`config.mk`:
```
export PLATFORM = sky130hd
export DESIGN_NAME = status_led_color_generator_top
export DESIGN_NICKNAME = d
export VERILOG_FILES = /design/src/rtl/sled_pkg.sv /design/src/rtl/status_led_color_generator_top.sv
export SDC_FILE = /design/constraint.sdc
export NUM_CORES = 2
export LEC_CHECK = 0
export CAP_MARGIN = 40
export CORE_ASPECT_RATIO = 1.4
export CORE_MARGIN = 2
export CORE_UTILIZATION = 48
export DETAILED_ROUTE_END_ITERATION = 12
export DONT_BUFFER_PORTS = 1
export GPL_TIMING_DRIVEN = 0
export PLACE_DENSITY = 0.67
export SYNTH_ARGS = -nofsm -noshare
export SYNTH_HDL_FRONTEND = slang
export SYNTH_SLANG_ARGS = --single-unit
```
`constraint.sdc`:
```
create_clock -name clk -period 148.5 [get_ports clk]
set_input_delay 14.85 -clock clk [delete_from_list [all_inputs] [get_ports clk]]
set_output_delay 14.85 -clock clk [all_outputs]
set_load 0.01 [all_outputs]
```
`src/rtl/sled_pkg.sv`:
```
// ============================================================================
// sled_pkg
// Shared types, constants and color functions of the status LED color block
// ============================================================================
package sled_pkg;

    localparam int FAULT_SOURCES = 3;
    localparam int DIV_STEPS     = 32;
    localparam int DEN_W         = 17;

    // safety modes
    localparam logic [1:0] MODE_PANIC = 2'd0;
    localparam logic [1:0] MODE_CLEAR = 2'd1;
    localparam logic [1:0] MODE_READY = 2'd2;
    localparam logic [1:0] MODE_OK    = 2'd3;

    // configuration register indexes
    localparam logic [3:0] REG_CALM_SWEEP   = 4'd0;
    localparam logic [3:0] REG_SETTLE_SWEEP = 4'd1;
    localparam logic [3:0] REG_SLOW_BLINK   = 4'd2;
    localparam logic [3:0] REG_HEARTBEAT    = 4'd3;
    localparam logic [3:0] REG_PANIC_PHASE  = 4'd4;
    localparam logic [3:0] REG_FAULT_COLOR0 = 4'd5;
    localparam logic [3:0] REG_FAULT_COLOR1 = 4'd6;
    localparam logic [3:0] REG_FAULT_COLOR2 = 4'd7;

    // item traveling down the pipeline
    typedef struct packed {
        logic [1:0]       mode;
        logic             usb;
        logic             sweep;      // clear mode still in its sweep
        logic             full;       // ready mode with a zero-length sweep
        logic [7:0]       sum_r;
        logic [7:0]       sum_g;
        logic [7:0]       sum_b;
        logic [31:0]      num;        // dividend, turns into the quotient
        logic [DEN_W-1:0] rem;
        logic [DEN_W-1:0] den;
    } pipe_t;

    // x / 255 for x below 65280, by reciprocal
    function automatic logic [7:0] div255(input logic [15:0] x);
        logic [31:0] p;
        begin
            p = 32'(x) * 32'd32897;
            div255 = p[30:23];
        end
    endfunction

    // x / 50 for x below 12800, by reciprocal
    function automatic logic [7:0] div50(input logic [15:0] x);
        logic [31:0] p;
        begin
            p = 32'(x) * 32'd20972;
            div50 = p[27:20];
        end
    endfunction

    // t * k / 255 with an 8-bit position
    function automatic logic [7:0] scale(input logic [7:0] t, input logic [7:0] k);
        begin
            scale = div255(16'(t) * 16'(k));
        end
    endfunction

    // breathing blue level for a phase of 0 to 99
    function automatic logic [7:0] breath_b(input logic [6:0] phase);
        logic [7:0] bv;
        begin
            if (phase < 7'd50)
                bv = div50(16'(phase) * 16'd255);
            else
                bv = div50(16'(7'd100 - phase) * 16'd255);
            breath_b = 8'd60 + scale(bv, 8'd140);
        end
    endfunction

endpackage

```
`src/rtl/status_led_color_generator_top.sv`:
```
// ============================================================================
// status_led_color_generator_top
// Pipelined RGB color generator for a status LED
// ============================================================================
// One input item (mode, usb, tick, progress counts, fault mask) on the s_axis
// group gives one color item on the m_axis group. Registers are written over
// the cfg channel, which is always ready; write them only while idle.
// The datapath is an operand stage, a 32-stage restoring divider that
// delivers quotient and remainder (all sweeps and tick periods share it), and
// a color stage feeding the output register. One item is accepted every cycle
// while the output is taken. When the receiver stalls the whole pipeline
// holds in place and s_tready drops; nothing is lost or repeated. Reset
// empties the pipeline and loads the registers with their reset values
// (sweeps 50 and 15, blink 100, heartbeat 200, panic phase 25, fault colors
// red, green, blue).
// ============================================================================
module status_led_color_generator_top
(
    input  logic        clk,
    input  logic        rst_n,
    input  logic        s_tvalid,
    output logic        s_tready,
    // safety_mode[1:0] usb_present[2] tick_count[34:3] calm_progress[50:35]
    // settle_progress[66:51] fault_active[69:67] zero[71:70]
    input  logic [71:0] s_tdata,
    output logic        m_tvalid,
    input  logic        m_tready,
    // green[7:0] red[15:8] blue[23:16]
    output logic [23:0] m_tdata,
    input  logic        cfg_valid,
    output logic        cfg_ready,
    input  logic [3:0]  cfg_index,
    input  logic [23:0] cfg_data
);

    localparam int N = sled_pkg::DIV_STEPS;
    localparam int DW = sled_pkg::DEN_W;

    logic [15:0] calm_ticks_reg, settle_ticks_reg, blink_ticks_reg;
    logic [15:0] heart_ticks_reg, panic_ticks_reg;
    logic [23:0] color0_reg, color1_reg, color2_reg;

    logic                  adv;
    sled_pkg::pipe_t       op_next, op_reg;
    logic                  op_vld_reg;
    sled_pkg::pipe_t       div_next [N];
    sled_pkg::pipe_t       div_reg  [N];
    logic [N-1:0]          div_vld_reg;
    logic [23:0]           out_next, out_reg;
    logic                  out_vld_reg;
    logic [7:0]            breath_b_tab [100];
    logic [7:0]            breath_g_tab [100];

    assign adv       = !out_vld_reg || m_tready;
    assign s_tready  = adv;
    assign cfg_ready = 1'b1;
    assign m_tvalid  = out_vld_reg;
    assign m_tdata   = out_reg;

    // configuration registers
    always_ff @(posedge clk or negedge rst_n)
    begin
        if (!rst_n)
        begin
            calm_ticks_reg   <= 16'd50;
            settle_ticks_reg <= 16'd15;
            blink_ticks_reg  <= 16'd100;
            heart_ticks_reg  <= 16'd200;
            panic_ticks_reg  <= 16'd25;
            color0_reg       <= 24'hFF0000;
            color1_reg       <= 24'h00FF00;
            color2_reg       <= 24'h0000FF;
        end
        else if (cfg_valid)
        begin
            case (cfg_index)
                sled_pkg::REG_CALM_SWEEP:   calm_ticks_reg   <= cfg_data[15:0];
                sled_pkg::REG_SETTLE_SWEEP: settle_ticks_reg <= cfg_data[15:0];
                sled_pkg::REG_SLOW_BLINK:   blink_ticks_reg  <= cfg_data[15:0];
                sled_pkg::REG_HEARTBEAT:    heart_ticks_reg  <= cfg_data[15:0];
                sled_pkg::REG_PANIC_PHASE:  panic_ticks_reg  <= cfg_data[15:0];
                sled_pkg::REG_FAULT_COLOR0: color0_reg       <= cfg_data;
                sled_pkg::REG_FAULT_COLOR1: color1_reg       <= cfg_data;
                sled_pkg::REG_FAULT_COLOR2: color2_reg       <= cfg_data;
                default: ;
            endcase
        end
    end

    // operand stage: pick dividend and divisor, sum fault colors
    always_comb
    begin
        logic [1:0]  mode;
        logic [31:0] tick;
        logic [15:0] calm, settle, half, per;
        logic [2:0]  faults;
        logic [9:0]  sr, sg, sb;
        logic [23:0] colors [3];
        mode   = s_tdata[1:0];
        tick   = s_tdata[34:3];
        calm   = s_tdata[50:35];
        settle = s_tdata[66:51];
        faults = s_tdata[69:67];
        colors[0] = color0_reg;
        colors[1] = color1_reg;
        colors[2] = color2_reg;
        sr = '0;
        sg = '0;
        sb = '0;
        for (int i = 0; i < 3; i++)
        begin
            if (i < sled_pkg::FAULT_SOURCES && faults[i])
            begin
                sr = sr + 10'(colors[i][23:16]);
                sg = sg + 10'(colors[i][15:8]);
                sb = sb + 10'(colors[i][7:0]);
            end
        end
        op_next       = '0;
        op_next.mode  = mode;
        op_next.usb   = s_tdata[2];
        op_next.sum_r = (sr > 10'd255) ? 8'd255 : sr[7:0];
        op_next.sum_g = (sg > 10'd255) ? 8'd255 : sg[7:0];
        op_next.sum_b = (sb > 10'd255) ? 8'd255 : sb[7:0];
        half = (panic_ticks_reg == 16'd0) ? 16'd1 : panic_ticks_reg;
        per  = s_tdata[2] ? heart_ticks_reg : blink_ticks_reg;
        case (mode)
            sled_pkg::MODE_PANIC:
            begin
                op_next.num = tick;
                op_next.den = {half, 1'b0};
            end
            sled_pkg::MODE_CLEAR:
            begin
                if (calm < calm_ticks_reg)
                begin
                    op_next.sweep = 1'b1;
                    op_next.num   = 32'({calm, 8'd0} - 24'(calm));
                    op_next.den   = DW'(calm_ticks_reg);
                end
                else
                begin
                    op_next.num = tick;
                    op_next.den = DW'(100);
                end
            end
            sled_pkg::MODE_READY:
            begin
                op_next.full = (settle_ticks_reg == 16'd0);
                op_next.num  = 32'({settle, 8'd0} - 24'(settle));
                op_next.den  = op_next.full ? DW'(1) : DW'(settle_ticks_reg);
            end
            default:
            begin
                op_next.num = tick;
                op_next.den = (per == 16'd0) ? DW'(1) : DW'(per);
            end
        endcase
    end

    always_ff @(posedge clk or negedge rst_n)
    begin
        if (!rst_n)
            op_vld_reg <= 1'b0;
        else if (adv)
            op_vld_reg <= s_tvalid;
    end

    always_ff @(posedge clk)
    begin
        if (adv)
            op_reg <= op_next;
    end

    // divider: one quotient bit per stage
    for (genvar k = 0; k < N; k++)
    begin : g_div
        sled_pkg::pipe_t src;
        logic            src_vld;
        logic [DW:0]     trial;
        if (k == 0)
        begin : g_first
            assign src     = op_reg;
            assign src_vld = op_vld_reg;
        end
        else
        begin : g_rest
            assign src     = div_reg[k-1];
            assign src_vld = div_vld_reg[k-1];
        end

        always_comb
        begin
            div_next[k] = src;
            trial = {src.rem, src.num[31]};
            if (trial >= {1'b0, src.den})
            begin
                div_next[k].rem = DW'(trial - {1'b0, src.den});
                div_next[k].num = {src.num[30:0], 1'b1};
            end
            else
            begin
                div_next[k].rem = trial[DW-1:0];
                div_next[k].num = {src.num[30:0], 1'b0};
            end
        end

        always_ff @(posedge clk or negedge rst_n)
        begin
            if (!rst_n)
                div_vld_reg[k] <= 1'b0;
            else if (adv)
                div_vld_reg[k] <= src_vld;
        end

        always_ff @(posedge clk)
        begin
            if (adv)
                div_reg[k] <= div_next[k];
        end
    end

    // constant breathing levels, blue and green, by phase
    for (genvar j = 0; j < 100; j++)
    begin : g_breath
        assign breath_b_tab[j] = sled_pkg::breath_b(7'(j));
        assign breath_g_tab[j] = sled_pkg::scale(sled_pkg::breath_b(7'(j)), 8'd80);
    end

    // color stage
    always_comb
    begin
        sled_pkg::pipe_t d;
        logic [7:0] t, g, r, b;
        d = div_reg[N-1];
        t = (d.full || d.num > 32'd255) ? 8'd255 : d.num[7:0];
        g = '0;
        r = '0;
        b = '0;
        case (d.mode)
            sled_pkg::MODE_PANIC:
            begin
                if (d.rem >= (d.den >> 1) && (d.sum_r | d.sum_g | d.sum_b) != 8'd0)
                begin
                    g = d.sum_g;
                    r = d.sum_r;
                    b = d.sum_b;
                end
                else
                begin
                    g = 8'd20;
                    r = 8'd220;
                    b = 8'd60;
                end
            end
            sled_pkg::MODE_CLEAR:
            begin
                if (d.sweep)
                begin
                    r = sled_pkg::scale(8'd255 - t, 8'd200);
                    g = sled_pkg::scale(t, 8'd80);
                    b = 8'd200;
                end
                else
                begin
                    b = breath_b_tab[d.rem[6:0]];
                    g = breath_g_tab[d.rem[6:0]];
                end
            end
            sled_pkg::MODE_READY:
            begin
                g = 8'd80 + sled_pkg::scale(t, 8'd120);
                r = sled_pkg::scale(t, 8'd80);
                b = sled_pkg::scale(8'd255 - t, 8'd200);
            end
            default:
            begin
                if (d.usb)
                    g = (d.rem < DW'(4)) ? 8'd100 : 8'd50;
                else if (d.rem < (d.den >> 1))
                begin
                    g = 8'd180;
                    r = 8'd220;
                end
            end
        endcase
        out_next = {b, r, g};
    end

    // output register
    always_ff @(posedge clk or negedge rst_n)
    begin
        if (!rst_n)
            out_vld_reg <= 1'b0;
        else if (adv)
            out_vld_reg <= div_vld_reg[N-1];
    end

    always_ff @(posedge clk)
    begin
        if (adv)
            out_reg <= out_next;
    end

endmodule

```
==> impl_metrics.ini <==
[run]
cap_violations = 0

[placement]
post_dp_hpwl_mm = 202
gp_routability_congestion = 0.957
placed_cells_incl_taps = 13907
buffer_ports.inserted = 0

[global_route]
grt_pass1_wl_mm = 437
grt_pass1_vias = 81553
grt_busiest_layer = met2
gr-usage-all-layers_pct = 18.1
grt_max_degree = 187
globalRouteMet2Util_pct = 34.0
antenna_violations_before_repair = 4
grtUsageMet1_pct = 19.0
met3_usage_pct = 2.90
grt_overflow_total = 0

[logic_synthesis]
post_synth_inst_count = 9898
synth_edf_count = 3141
synth_warnings = 0
synthDistinctLibCells = 110
synth-seq-area-share_pct = 68.2
synth.cell_area_mm2 = 0.145
postSynthRegisterBits = 3327
syn-mean-instance-area_um2 = 14.7
asyncSetResetFlopFracSynth_pct = 5.59
ys.flop_type = sky130_fd_sc_hd__edfxtp_1
syn_nets = 10822

[cells_and_area]
largest_register_ff_count = 3039
final_nets = 11182
finalCoreUtilization_pct = 53.4
layoutNonFillerInstCount = 14476
area_growth_syn_to_layout_pct = 11.0
fraction_of_layout_instances_using_a_drive_strength_above_1_pct = 11.1

[sta]
min_period_ns = 33.17
fmax_mhz = 30.1
final_min_period_over_clock_period_pct = 22.3
hold_viol_final = 0
fin_tns_setup_ns = 0
max_slew_margin_pct = 35.5
rsz0062_at_grt = false
finalSetupViolCount = 0
drv_slew = 0
worst_slew_pin_slew_ns = 0.943
timing.clock.skew_ns = 0.0531

[floorplan]
pin_count = 132
floorplan.die_area_mm2 = 0.307
placementRows = 239
coreArea_mm2 = 0.302
die_y_extent_um = 655
starting_utilization_of_the_core_area_pct = 48.1
floorplan.die.width_um = 469

[routing]
routed_wirelength_mm = 281
route.detailed.wl_per_inst_um = 19.4
detail_route.drc_violations = 0
average_vias_per_placed_instance = 5.45
first_iter_violations = 4976
via_count = 78897
detailedRoute.firstPassIterationCount = 6
antenna_left = 0

[power_and_ir_drop]
sequentialPowerShare_pct = 43.1
worst_ir_drop_vdd_uv = 12.2
clockPowerShare_pct = 18.7
p_int_mw = 2.77
p_comb_share_pct = 38.2
powerDensity_mw_per_mm2 = 26.2
power_switching_mw = 1.45
p_sw_share_pct = 34.3
power_mw = 4.22
static_leak_nw = 62.2

[clock_network]
cts_post_setup_buffers_inserted = 0
cts.repair.resized = 0
numCtsBuffers = 325
post_cts_hold_buffer_count = 0
cts_tree = done
clk_root_buffer_cell = sky130_fd_sc_hd__clkbuf_16
tritoncts_num_sinks = 3327
cts_htree_levels = 5
worst_path_clk_slew_ns = 0.06
clk_latency_ns = 0.90
cts.path.max_buffers = 4

[min_path]
hold_path.class = reg2reg
worstHoldStart = div_reg[0][94]
worstHoldPathCells = 0
min_to = div_reg[0][189]

[setup_path]
regToRegEndpoint = m_tdata[5]
critical_path.max_fanout = 138
timing_worst_setup_path_type = in2out
rrSetupSlack_ns = 139.41
critPathSlowestCell = sky130_fd_sc_hd__buf_16
critical-path-max-stage-delay_ns = 0.53
worstSetupStartpointType = input pin
worst_reg_to_reg_cells = 31
crit_path_end_kind = output port
path_cells = nor2b_1, clkbuf_1, buf_1, inv_8, buf_16, buf_16, buf_16, buf_16
critical_path.most_common_cell = sky130_fd_sc_hd__buf_16
cp_data_arrival_time_ns = 18.32
endpoint_required_time_on_the_critical_path_ns = 133.65
crit_reg_reg_startpoint = div_reg[1][1472]

[outcome]
outcome = completed
-- kinds of logic (layout without fill, tap and decap cells) --
group | after synthesis | in the layout | share of synthesized area (%)
xor+xnor | 457 | 457 | 2.77
compound gates | 1830 | 1830 | 8.21
other cells | 1 | 3 | 0.00258
fa+ha+maj | 822 | 822 | 7.31
buf+inv | 1031 | 1631 | 2.77
flops | 3327 | 3327 | 68.2
simple gates | 1856 | 1856 | 6.32
mux | 574 | 574 | 4.43
-- power groups by stage --
stage	sequential (mW)	combinational, mW	clock, mW
after floorplan	2.35	1.21	0
after global placement	2.62	1.53	0
after detailed placement	1.84	1.59	0
after CTS	1.82	1.61	0.814
after global routing	1.86	1.78	0.849
final	1.82	1.61	0.787
-- metal layers --
metal / vias up / wire length (um)
li1: 37922 / -
met1: 38401 / 102000
met2: 1791 / 151000
met3: 781 / 11900
met4: 2 / 16100
met5: - / 13
-- critical path: cells and delay by family --
family	cells	cell delay [ns]
buffers and inverters	7	2.89
and+or+nand+nor	1	0.02
-- per-stage QoR --
step,setup slack [ns],hold WS (ns),area [um2]
final,115.33,0.389,161000
after global routing,115.03,0.394,161000
after global placement,39.85,0.400,150000
after CTS,115.37,0.384,161000
after detailed placement,115.36,0.405,151000
after floorplan,58.15,0.400,145000
-- cell usage after synthesis, drive strengths merged (63+ instances only) --
master	n	share of area, %
a21boi	65	0.34
a21o	146	0.75
a21oi	463	1.6
a31oi	65	0.28
buf	64	0.27
clkbuf	101	0.26
dfrtp	146	2.5
edfxtp	3141	65
ha	773	6.7
inv	862	2.2
mux2	490	3.8
mux2i	83	0.57
nand2	429	1.1
nand2b	91	0.39
nand3	109	0.38
nand4	101	0.44
nor2	518	1.3
nor2b	105	0.45
nor3	156	0.56
nor4	64	0.30
o211ai	63	0.34
o21a	133	0.69
o21ai	439	1.6
o31ai	63	0.33
xnor2	312	1.9
xor2	144	0.87
-- area by class of cell --
type                    instances  area (um2)
fillers                     24240      141000
flip-flops and latches       3327       99000
multi-input cells            5540       42200
clock buffers                 384        8450
well taps                    3976        4970
inverters                     866        3260
clock inverters               183        1720
repair buffers                 33         792
plain buffers                 165         767
diodes                          2        5.00
-- placed cells by master (no fill, tap or decap), types with 40 or more instances in the layout --
master and n:
sky130_fd_sc_hd__edfxtp_1 3141, sky130_fd_sc_hd__inv_1 857, sky130_fd_sc_hd__ha_1 773, sky130_fd_sc_hd__nor2_1 517
sky130_fd_sc_hd__a21oi_1 460, sky130_fd_sc_hd__mux2_2 458, sky130_fd_sc_hd__nand2_1 428, sky130_fd_sc_hd__o21ai_0 402
sky130_fd_sc_hd__clkbuf_16 329, sky130_fd_sc_hd__xnor2_1 312, sky130_fd_sc_hd__clkbuf_1 155, sky130_fd_sc_hd__nor3_1 151
sky130_fd_sc_hd__a21o_1 146, sky130_fd_sc_hd__dfrtp_1 146, sky130_fd_sc_hd__xor2_1 143, sky130_fd_sc_hd__o21a_1 133
sky130_fd_sc_hd__nand3_1 109, sky130_fd_sc_hd__nor2b_1 105, sky130_fd_sc_hd__nand4_1 100, sky130_fd_sc_hd__nand2b_1 91
sky130_fd_sc_hd__mux2i_1 83, sky130_fd_sc_hd__clkinv_1 66, sky130_fd_sc_hd__a31oi_1 65, sky130_fd_sc_hd__o31ai_1 62
sky130_fd_sc_hd__o211ai_1 60, sky130_fd_sc_hd__nor4_1 59, sky130_fd_sc_hd__a21boi_0 57, sky130_fd_sc_hd__and2_1 53
sky130_fd_sc_hd__a211oi_1 52, sky130_fd_sc_hd__clkinv_2 49, sky130_fd_sc_hd__or2_2 48, sky130_fd_sc_hd__fa_1 46
sky130_fd_sc_hd__and3_1 43, sky130_fd_sc_hd__o21bai_1 40, sky130_fd_sc_hd__or3_1 40, sky130_fd_sc_hd__dfstp_2 40
-- worst max-delay path by stage --
stage | slack [ns] | depth (start not counted) | end | from
after floorplan | 58.15 | 4 | s_tready | m_tready
after global placement | 39.85 | 4 | s_tready | m_tready
after detailed placement | 115.36 | 8 | s_tready | m_tready
after CTS | 115.37 | 8 | s_tready | m_tready
after global routing | 115.03 | 8 | s_tready | m_tready
final | 115.33 | 8 | s_tready | m_tready
No activity file was read; power rests on OpenSTA's default activity.
